[src/sv/gae_pkg.sv]
`timescale 1ns / 1ps
// ----------------------------------------------------------------------------
// gae_pkg
// Shared widths, constants, item types and the arctangent table for the
// gradient axis endpoint pipeline.
// ----------------------------------------------------------------------------
package gae_pkg;

  // Angle format and quarter-turn reduction
  localparam int ANGLE_FRAC_BITS = 8;
  localparam int CORDIC_ZBITS    = 20;
  localparam int ZSHIFT          = CORDIC_ZBITS - ANGLE_FRAC_BITS;
  localparam int QUARTER         = 90 << ANGLE_FRAC_BITS;
  localparam int MAG_W           = 24;
  localparam int REM_W           = $clog2(QUARTER);
  localparam int RED_STAGES      = 3;
  localparam int RED_PER_STAGE   = 3;
  localparam int RED_STEPS       = RED_STAGES * RED_PER_STAGE;

  // CORDIC
  localparam int CORDIC_STEPS    = 20;
  localparam int Z_W             = 28;
  localparam int XY_W            = 33;
  localparam longint CORDIC_START = 652032875;
  localparam longint UNIT_ONE     = 64'd1 << 30;
  localparam int SC_W            = 31;

  // Products and tangent offset division
  localparam int PROD_W          = 50;
  localparam int NUM_W           = 52;
  localparam int DEN2_W          = 32;
  localparam int DIV_BITS        = 24;
  localparam int CMP_W           = NUM_W + 4;
  localparam longint OFF_CAP     = 64'd1 << 23;

  // Coordinates
  localparam int OUT_W           = 21;

  typedef struct packed {
    logic signed [19:0] left;
    logic signed [19:0] top;
    logic        [18:0] w;
    logic        [18:0] h;
    logic               neg;
    logic        [1:0]  q;
    logic               below;
  } side_t;

  typedef struct packed {
    logic signed [OUT_W-1:0] end_y;
    logic signed [OUT_W-1:0] end_x;
    logic signed [OUT_W-1:0] start_y;
    logic signed [OUT_W-1:0] start_x;
  } res_t;

  // atan(2^-i) in 2^-20 degree
  function automatic logic signed [Z_W-1:0] atan_val(input int i);
    logic signed [Z_W-1:0] v;
    case (i)
      0:  v = 28'sd47185920;
      1:  v = 28'sd27855475;
      2:  v = 28'sd14718068;
      3:  v = 28'sd7471121;
      4:  v = 28'sd3750058;
      5:  v = 28'sd1876857;
      6:  v = 28'sd938658;
      7:  v = 28'sd469357;
      8:  v = 28'sd234682;
      9:  v = 28'sd117342;
      10: v = 28'sd58671;
      11: v = 28'sd29335;
      12: v = 28'sd14668;
      13: v = 28'sd7334;
      14: v = 28'sd3667;
      15: v = 28'sd1833;
      16: v = 28'sd917;
      17: v = 28'sd458;
      18: v = 28'sd229;
      19: v = 28'sd115;
      default: v = '0;
    endcase
    return v;
  endfunction

endpackage

[src/sv/gae_reduce.sv]
`timescale 1ns / 1ps
// ----------------------------------------------------------------------------
// gae_reduce
// Takes the angle magnitude apart into quarter index and remainder by
// restoring compare-subtract against shifted quarter turns, three per stage.
// ----------------------------------------------------------------------------
module gae_reduce (
  input  logic                          clk,
  input  logic                          rst_n,
  input  logic                          ce,
  input  logic                          in_v,
  input  logic signed [23:0]            in_ang,
  input  gae_pkg::side_t                in_side,
  output logic                          out_v,
  output logic [gae_pkg::REM_W-1:0]     out_rem,
  output gae_pkg::side_t                out_side
);

  localparam int NS = gae_pkg::RED_STAGES + 1;

  logic                       v_r    [NS];
  logic [gae_pkg::MAG_W-1:0]  rem_r  [NS];
  logic [1:0]                 q_r    [NS];
  gae_pkg::side_t             side_r [NS];
  logic [gae_pkg::MAG_W-1:0]  mag_nxt;

  // Take the magnitude of the angle
  always_comb begin
    mag_nxt = in_ang[23] ? (~in_ang + 24'd1) : in_ang;
  end

  always_ff @(posedge clk) begin
    if (!rst_n) begin
      v_r[0] <= 1'b0;
    end else if (ce) begin
      v_r[0] <= in_v;
    end
    if (ce) begin
      rem_r[0]  <= mag_nxt;
      q_r[0]    <= 2'd0;
      side_r[0] <= in_side;
    end
  end

  for (genvar s = 0; s < gae_pkg::RED_STAGES; s++) begin : g_stage
    logic [gae_pkg::MAG_W-1:0] rem_nxt;
    logic [1:0]                q_nxt;

    // Subtract the shifted quarter where it fits, shift in the quotient bit
    always_comb begin
      logic [gae_pkg::MAG_W:0] lim;
      rem_nxt = rem_r[s];
      q_nxt   = q_r[s];
      for (int t = 0; t < gae_pkg::RED_PER_STAGE; t++) begin
        lim = (gae_pkg::MAG_W+1)'(gae_pkg::QUARTER) <<
              (gae_pkg::RED_STEPS - 1 - s * gae_pkg::RED_PER_STAGE - t);
        if ({1'b0, rem_nxt} >= lim) begin
          rem_nxt = rem_nxt - lim[gae_pkg::MAG_W-1:0];
          q_nxt   = {q_nxt[0], 1'b1};
        end else begin
          q_nxt   = {q_nxt[0], 1'b0};
        end
      end
    end

    always_ff @(posedge clk) begin
      if (!rst_n) begin
        v_r[s+1] <= 1'b0;
      end else if (ce) begin
        v_r[s+1] <= v_r[s];
      end
      if (ce) begin
        rem_r[s+1]  <= rem_nxt;
        q_r[s+1]    <= q_nxt;
        side_r[s+1] <= side_r[s];
      end
    end
  end

  always_comb begin
    out_v      = v_r[NS-1];
    out_rem    = rem_r[NS-1][gae_pkg::REM_W-1:0];
    out_side   = side_r[NS-1];
    out_side.q = q_r[NS-1];
  end

endmodule

[config.mk]
export PLATFORM = sky130hd
export DESIGN_NAME = gae_reduce
export DESIGN_NICKNAME = d
export VERILOG_FILES = /design/src/sv/gae_pkg.sv /design/src/sv/gae_reduce.sv
export SDC_FILE = /design/constraint.sdc
export NUM_CORES = 1
export LEC_CHECK = 0
export BUFFER_PORTS_ARGS = -buffer_cell sky130_fd_sc_hd__buf_2
export CELL_PAD_IN_SITES_DETAIL_PLACEMENT = 1
export CELL_PAD_IN_SITES_GLOBAL_PLACEMENT = 1
export CORE_MARGIN = 4
export CORE_UTILIZATION = 49
export CTS_CLUSTER_SIZE = 16
export DETAILED_ROUTE_END_ITERATION = 7
export PLACE_DENSITY = 0.8
export SLEW_MARGIN = 20
export SYNTH_ARGS = -nofsm -noshare
export SYNTH_HDL_FRONTEND = slang
export SYNTH_SLANG_ARGS = --single-unit
[constraint.sdc]
create_clock -name clk -period 4.9 [get_ports clk]
set_input_delay 0.245 -clock clk [delete_from_list [all_inputs] [get_ports clk]]
set_output_delay 0.245 -clock clk [all_outputs]
set_load 0.05 [all_outputs]
## After elaboration in Yosys (flattened, before gate mapping)

Memories as Yosys holds them, arrays and structs flattened.
Cells that the tools add are included.

| word-level totals | value |
|---|---|
| latch bits | 0 |
| memories kept | 4 |
| flip-flop bits (word level) | 0 |
| bits of input ports | 110 |
| memory bits (writable) | 436 |
| bits in read-only memories | 0 |

| cells by class | value |
|---|---|
| reduce and logical (&&, ||, !) cells | 0 |
| divide/modulo/power cells | 0 |
| eq/ne operators | 0 |
| multiplexer cells | 25 |
| shift-type cells | 0 |
| add/subtract/negate cells | 10 |
| order comparisons | 9 |
| bitwise logic cells | 5 |
| multipliers | 0 |

Memory list:

| name | words | width | rd ports | clocked after memory_dff | wr ports | RTL line | source |
|---|---|---|---|---|---|---|---|
| side_r | 4 | 82 | 4 | 0 | 4 | gae_reduce.sv:24 | `gae_pkg::side_t side_r [NS];` |
| rem_r | 4 | 24 | 4 | 0 | 4 | gae_reduce.sv:22 | `logic [gae_pkg::MAG_W-1:0] rem_r [NS];` |
| q_r | 4 | 2 | 1 | 0 | 4 | gae_reduce.sv:23 | `logic [1:0] q_r [NS];` |
| v_r | 4 | 1 | 4 | 0 | 4 | gae_reduce.sv:21 | `logic v_r [NS];` |

Operators with widths:

| operator | count |
|---|---|
| $mux W24 | 10 |
| $add A24 B1 Y24 const B | 1 |
| $ge A24 B15 Y1 const B | 1 |
| $ge A24 B16 Y1 const B | 1 |
| $ge A24 B17 Y1 const B | 1 |
| $ge A24 B18 Y1 const B | 1 |
| $ge A24 B19 Y1 const B | 1 |
| $ge A24 B20 Y1 const B | 1 |
| $ge A24 B21 Y1 const B | 1 |
| $ge A24 B22 Y1 const B | 1 |
| $ge A24 B23 Y1 const B | 1 |
| $not A24 Y24 | 1 |
| $sub A24 B15 Y24 const B | 1 |
| $sub A24 B16 Y24 const B | 1 |
| $sub A24 B17 Y24 const B | 1 |
| $sub A24 B18 Y24 const B | 1 |
| $sub A24 B19 Y24 const B | 1 |
| $sub A24 B20 Y24 const B | 1 |
| $sub A24 B21 Y24 const B | 1 |
| $sub A24 B22 Y24 const B | 1 |
| $sub A24 B23 Y24 const B | 1 |
| $mux W1 | 15 |
| $or A1 B1 Y1 | 4 |

## Depth between registers and ports, before layout

Gate-level depths: netlist (run 1).

| logic depth | value |
|---|---|
| depth after elaboration | 6 |
| gate-level depth with buffers | 19 |
| depth with buffers taken out | 17 |

## Worst setup path before layout (run 1)

OpenSTA, ideal clock, no wires.

| timing | value |
|---|---|
| path type | flip-flop to flip-flop |
| start point | memory rem_r[1][14] in the netlist's numbering |
| end point | memory rem_r[2][19] in the netlist's numbering (data pin) |
| setup slack | 0.766 ns |
| setup time | 0.258 ns |
| stages on the path, launching flop included | 16 |
| arrival | 3.876 ns |
| path through | edfxtp_1 > inv_1 > ha_1 > nand4b_1 > nand3_4 > a211oi_2 > or2_0 > buf_2 > or4_1 > a311o_1 > xnor2_1 > nor4b_2 > or4b_1 > buf_4 > nand3b_1 > xnor2_1 |

RTL lines:

| item | RTL line |
|---|---|
| from (decl) | gae_reduce.sv:22 |

==> results of run 1 <==
-- worst paths after layout --
| path | startpoint | to | slack, ns |
|---|---|---|---|
| max reg2reg | rem_r[1][18] | rem_r[2][17] | 0.43 |
| min | in_ang[18] | rem_r[0][18] | 0.05 |
| min reg2reg | side_r[0][63] | side_r[1][63] | 0.41 |
| max | rem_r[1][18] | rem_r[2][17] | 0.43 |
-- cell usage after synthesis (8+ instances only) --
library cell  instances
o31ai_1              11
nand3_1              12
or3_1                13
clkbuf_1             13
xnor2_1              42
a21oi_1              43
o211ai_1             10
edfxtp_1            412
inv_1                26
nor2_1               31
a31oi_1              10
nor3_1               16
a21o_1               10
nand2b_1             10
nand2_1              45
mux2i_1              11
o21ai_0              36
and2_1               10
and3_1                8
ha_1                  9
nor4_1               14
or4_1                 8
-- metal layers --
metal | vias up | share of wire | GRT usage
li1 | 4390 | - | -
met1 | 4626 | 0.39 | 0.2417
met2 | 246 | 0.54 | 0.3868
met3 | 53 | 0.057 | 0.04978
met4 | 2 | 0.021 | 0.05185
met5 | - | 0.00032 | 0
-- cell type report --
cell class                 instances  share of cell area
antenna                            1           0.0001272
timing repair buffer             299             0.09961
clock buffer                      53             0.05445
tap                              442             0.02812
clock inverter                    19            0.007697
multi-input combinational        486              0.1742
inverter                          27            0.005788
sequential                       413              0.6300
-- stage by stage --
| stage | instances | power (W) | util |
|---|---|---|---|
| after floorplan | 952 | 0.006324 | - |
| after global placement | 1585 | 0.006800 | 0.5429 |
| after global routing | 1740 | 0.01040 | 0.6061 |
| final | 1740 | 0.009882 | 0.6061 |
| after detailed placement | 1585 | 0.006939 | 0.5429 |
| after CTS | 1739 | 0.009890 | 0.6059 |
-- where the power goes --
| group | switching (W) | internal, W | total [W] |
|---|---|---|---|
| Sequential | 0.000295 | 0.00434 | 0.00464 |
| Clock | 0.00127 | 0.00165 | 0.00292 |
| Combinational | 0.00140 | 0.000922 | 0.00232 |
| Total | 0.00297 | 0.00692 | 0.00988 |
-- repair_timing --
action | in CTS | in global routing
endpoints found under the hold margin | 82 | 0
resized for setup | 0 | 2
hold buffers | 82 | 0
endpoints found under the setup margin | 0 | 8
-- sequential cells by signal (all words and copies together) (netlist names) --
| name | cells |
|---|---|
| side_r | 320 |
| v_r | 4 |
| rem_r | 87 |
| q_r | 2 |
-- kinds of logic (layout without fill, tap and decap cells) --
| kind of cell | after synthesis | count (layout) | share of synthesized area |
|---|---|---|---|
| xor+xnor | 49 | 49 | 0.02670 |
| flops | 413 | 413 | 0.7710 |
| fa+ha+maj | 10 | 10 | 0.007629 |
| simple gates | 213 | 213 | 0.07870 |
| compound gates | 194 | 194 | 0.08586 |
| buf+inv | 53 | 398 | 0.01604 |
| mux | 20 | 20 | 0.01409 |
| other cells | 0 | 1 | 0 |
==> flow_summary.ini, run 1 <==
[die]
top_level_ports = 208
die_h_um = 189.1
initial_core_util = 0.4953
coreArea_um2 = 32450
die_w_um = 189.1
die_area_um2 = 35760
row_count = 66

[logic_synthesis]
syn_inst = 952
synthTopCellsByArea = edfxtp_1 (77%), xnor2_1 (2.3%), a21oi_1 (1.3%), o21ai_0 (1.1%), nand2_1 (1.1%)
synth_edf_count = 412
synth.net_count = 1071
yosys.cell_types.count = 89
avgSynthCellArea_um2 = 16.88
ys_seq_area_frac = 0.7710
netlist.area_leader.share = 0.7697
synth_seq_cells = 413
netlist_area_um2 = 16070
yosysTopAreaCell = edfxtp_1
synth-async-reset-ratio = 0
ys.flop_type = edfxtp_1
yosysWarnings = 0

[sta]
drv_slew = 0
finalCritPeriodShare = 0.9116
fin_worst_skew_ns = 0.01497
rsz0062_at_grt = no
slew_headroom = 0.3793
worst_pin_slew_ns = 0.9311
setup_ws_ns = 0.4329
max_freq_mhz = 223.9
finalCriticalPeriod_ns = 4.467
setup_viol = 0
whs_ns = 0.04824
finalSetupTns_ns = 0
hold_viol = 0

[place]
hpwlAfterDp_mm = 23.50
place_congestion = 0.8457
place_ws_ns = 0.3731
io_buffers = 205
dpl_cell_area_um2 = 17620

[global_routing]
gr-total-overflow = 0
grt_pass1_vias = 10270
grt_usage = 0.2076
grt_pass1_wl_mm = 58.39
grt_max_degree = 125
grt_antenna_before_repair = 2

[final_layout]
final-seq-area_um2 = 12390
synthToLayoutAreaGrowth_pct = 22.38
multiInputGateArea_um2 = 3427
fin_area_um2 = 19670
fillers = 3034
final_cell_mix = edfxtp_1 (412), buf_2 (204), dlygate4sd3_1 (82)
final_nets = 1387
drive_gt1_frac = 0.2375
layout_commonest_cell = edfxtp_1

[power_and_ir_drop]
vdd_drop_max_mv = 0.3703
power.density_nw_per_um2 = 502.4
p_leak_nw = 7.115

[detailed_routing]
drc = 0
dr.pass1.iters = 6
wl_per_cell_um = 21.35
drt_wl_total_mm = 37.15
ant_nets = 0
vias = 9317
vias_per_cell = 5.355
drt_iter0_drc = 520

[critical_path]
crit_chain = nand4bb_4 -> nor4_4 -> a21oi_1 -> o31a_1 -> or4_1 -> a311o_1 -> xnor2_1 -> nor4b_2 -> or4b_1 -> nand2b_1 -> xnor2_1
max_stage_delay_ns = 0.66
slowest_stage = or4b_1
crit_family = simple AND/OR/NAND/NOR gates
cp.depth = 11
crit_fanout = 10
crit_top_cell = xnor2_1
path_buf_inv = 0
r2r_cells = 11
cp.required_ns = 5.14
critPathCaptureType = register
crit_type = register to register
start_kind = register
cp_data_arrival_time_ns = 4.70

[job]
maxCapViolCount = 0

[clocking]
cts_made_buffers = 41
insertion_delay_ns = 0.52
cts_tree = built
clock_sink_count = 413
cts.clk_slew.worst_paths_ns = 0.07
h-tree-depth = 2
clock-root-buffer = clkbuf_16
post_cts_buffers = 0
clk_path_buf_depth = 3

[run_status]
status = finished clean

[hold_path]
hp-class = primary input to register
hold_path_depth = 2
Note: power is estimated with default switching activity, not from simulation.
==> run 2: changes to the inputs <==
==> constraint.sdc (replaced) <==
create_clock -name clk -period 4.9 [get_ports clk]
set_input_delay 0.98 -clock clk [delete_from_list [all_inputs] [get_ports clk]]
set_output_delay 0.98 -clock clk [all_outputs]
set_load 0.05 [all_outputs]
==> flow_summary.ini, run 2 (same netlist as run 1, synthesis figures left out) <==
[critical_path]
critPathCaptureType = register
cp_data_arrival_time_ns = 4.84
slowest_stage = or4b_1
crit_type = register to register
crit_fanout = 8
max_stage_delay_ns = 0.67
cp.required_ns = 5.16
start_kind = register
crit_chain = inv_1 -> ha_1 -> nand4b_1 -> nand3_4 -> a211oi_2 -> or2_0 -> or4_1 -> a311o_1 -> xnor2_1 -> nor4b_2 -> or4b_1 -> nand2b_1 -> xnor2_1
timing.rr.start = rem_r[1][15]
crit_top_cell = xnor2_1
startpoint = rem_r[1][15]

[detailed_routing]
wl_per_cell_um = 19.63
ant_nets = 0
vias = 8911
dr.pass1.iters = 5
drt_iter0_drc = 476
drc = 0
drt_wl_total_mm = 32.60
vias_per_cell = 5.365

[final_layout]
fillers = 3052
multiInputGateArea_um2 = 3427
synthToLayoutAreaGrowth_pct = 18.13
final-seq-area_um2 = 12390
final_nets = 1307
largest_reg_flops = 320
final_cell_mix = edfxtp_1 (412), buf_2 (204), nand2_1 (45)
reg_top3 = side_r (320), rem_r (87), v_r (4)
drive_gt1_frac = 0.2627
top_register = side_r
layout_commonest_cell = edfxtp_1

[power_and_ir_drop]
vdd_drop_max_mv = 0.3575
p_leak_nw = 6.835
power.density_nw_per_um2 = 523.8

[sta]
finalSetupTns_ns = 0
fin_worst_skew_ns = 0.01572
whs_ns = 0.4147
hold_viol = 0
slew_headroom = 0.5164
setup_viol = 0
finalCriticalPeriod_ns = 4.584
max_freq_mhz = 218.2
finalCritPeriodShare = 0.9354
worst_pin_slew_ns = 0.7254
drv_slew = 0
rsz0062_at_grt = no

[global_routing]
grt_max_degree = 120
grt_usage = 0.1824
grt_pass1_vias = 9542
gr-usage-met1 = 0.2173
gr-total-overflow = 0
grt_antenna_before_repair = 2
grt_use_met2 = 0.3319
grt_pass1_wl_mm = 51.82
gr-usage-met3 = 0.04517
busiest_layer = met2

[place]
io_buffers = 205
place_congestion = 0.8686
hpwlAfterDp_mm = 23.22

[die]
die_w_um = 189.1
coreArea_um2 = 32450
initial_core_util = 0.4953
die_h_um = 189.1
die_area_um2 = 35760
top_level_ports = 208
row_count = 66

[clocking]
h-tree-depth = 2
cts_tree = built
post_cts_buffers = 0
clk_path_buf_depth = 3
insertion_delay_ns = 0.53
clock_sink_count = 413
clock-root-buffer = clkbuf_16
cts_made_buffers = 42
cts.clk_slew.worst_paths_ns = 0.06

[hold_path]
hp-class = register to register
hold_start = side_r[1][14]

[run_status]
status = finished clean

[job]
maxCapViolCount = 0
-- run 2: routing by layer --
layer | wire length (µm) | part of all wire
met5 | 26 | 0.00080
met4 | 650 | 0.020
met3 | 2180 | 0.067
met2 | 16960 | 0.52
met1 | 12780 | 0.39
-- run 2: through the flow --
stage	setup WS [ns]	cells	power [W]	instance area (µm²)	utilization
after floorplan	0.7661	952	0.006324	16070	-
after global placement	0.4670	1586	0.006801	17640	0.5436
after detailed placement	0.3158	1586	0.006939	17640	0.5436
after CTS	0.3120	1660	0.01003	18980	0.5849
after global routing	0.003895	1660	0.01047	18980	0.5850
final	0.3163	1661	0.009946	18990	0.5850
-- run 2: final timing paths --
path                    to  slack, ns  cells past startpoint
min reg2reg  side_r[2][14]       0.41                      0
max           rem_r[2][17]       0.32                     13
max reg2reg   rem_r[2][17]       0.32                     13
min          side_r[2][14]       0.41                      0
-- run 2: power by group --
group	total (W)	internal, W	switching, W
combinational	0.00227	0.000885	0.00138
sequential	0.00461	0.00434	0.000269
clock	0.00307	0.00181	0.00126
total	0.00995	0.00704	0.00291
-- run 2: area by class of cell --
type	count	area share
flip-flops and latches	413	0.6527
multi-input cells	486	0.1805
repair buffers	218	0.06102
clock buffers	45	0.05707
well taps	442	0.02913
clock inverters	29	0.01351
inverters	27	0.005997
diodes	1	0.0001318
-- run 2: critical path, delay by kind of cell, from the launching register on --
kind            cells  cell delay, ns
simple gates        7            2.75
buf+inv             1            0.08
compound gates      2            0.47
fa+ha+maj           1            0.22
flops               1            0.50
xor+xnor            2            0.28
-- run 2: repair_timing --
item,4_1_cts,5_1_grt
setup endpoints to repair,0,2
hold buffers,0,0
endpoints found under the hold margin,0,0
gates resized for setup,0,1
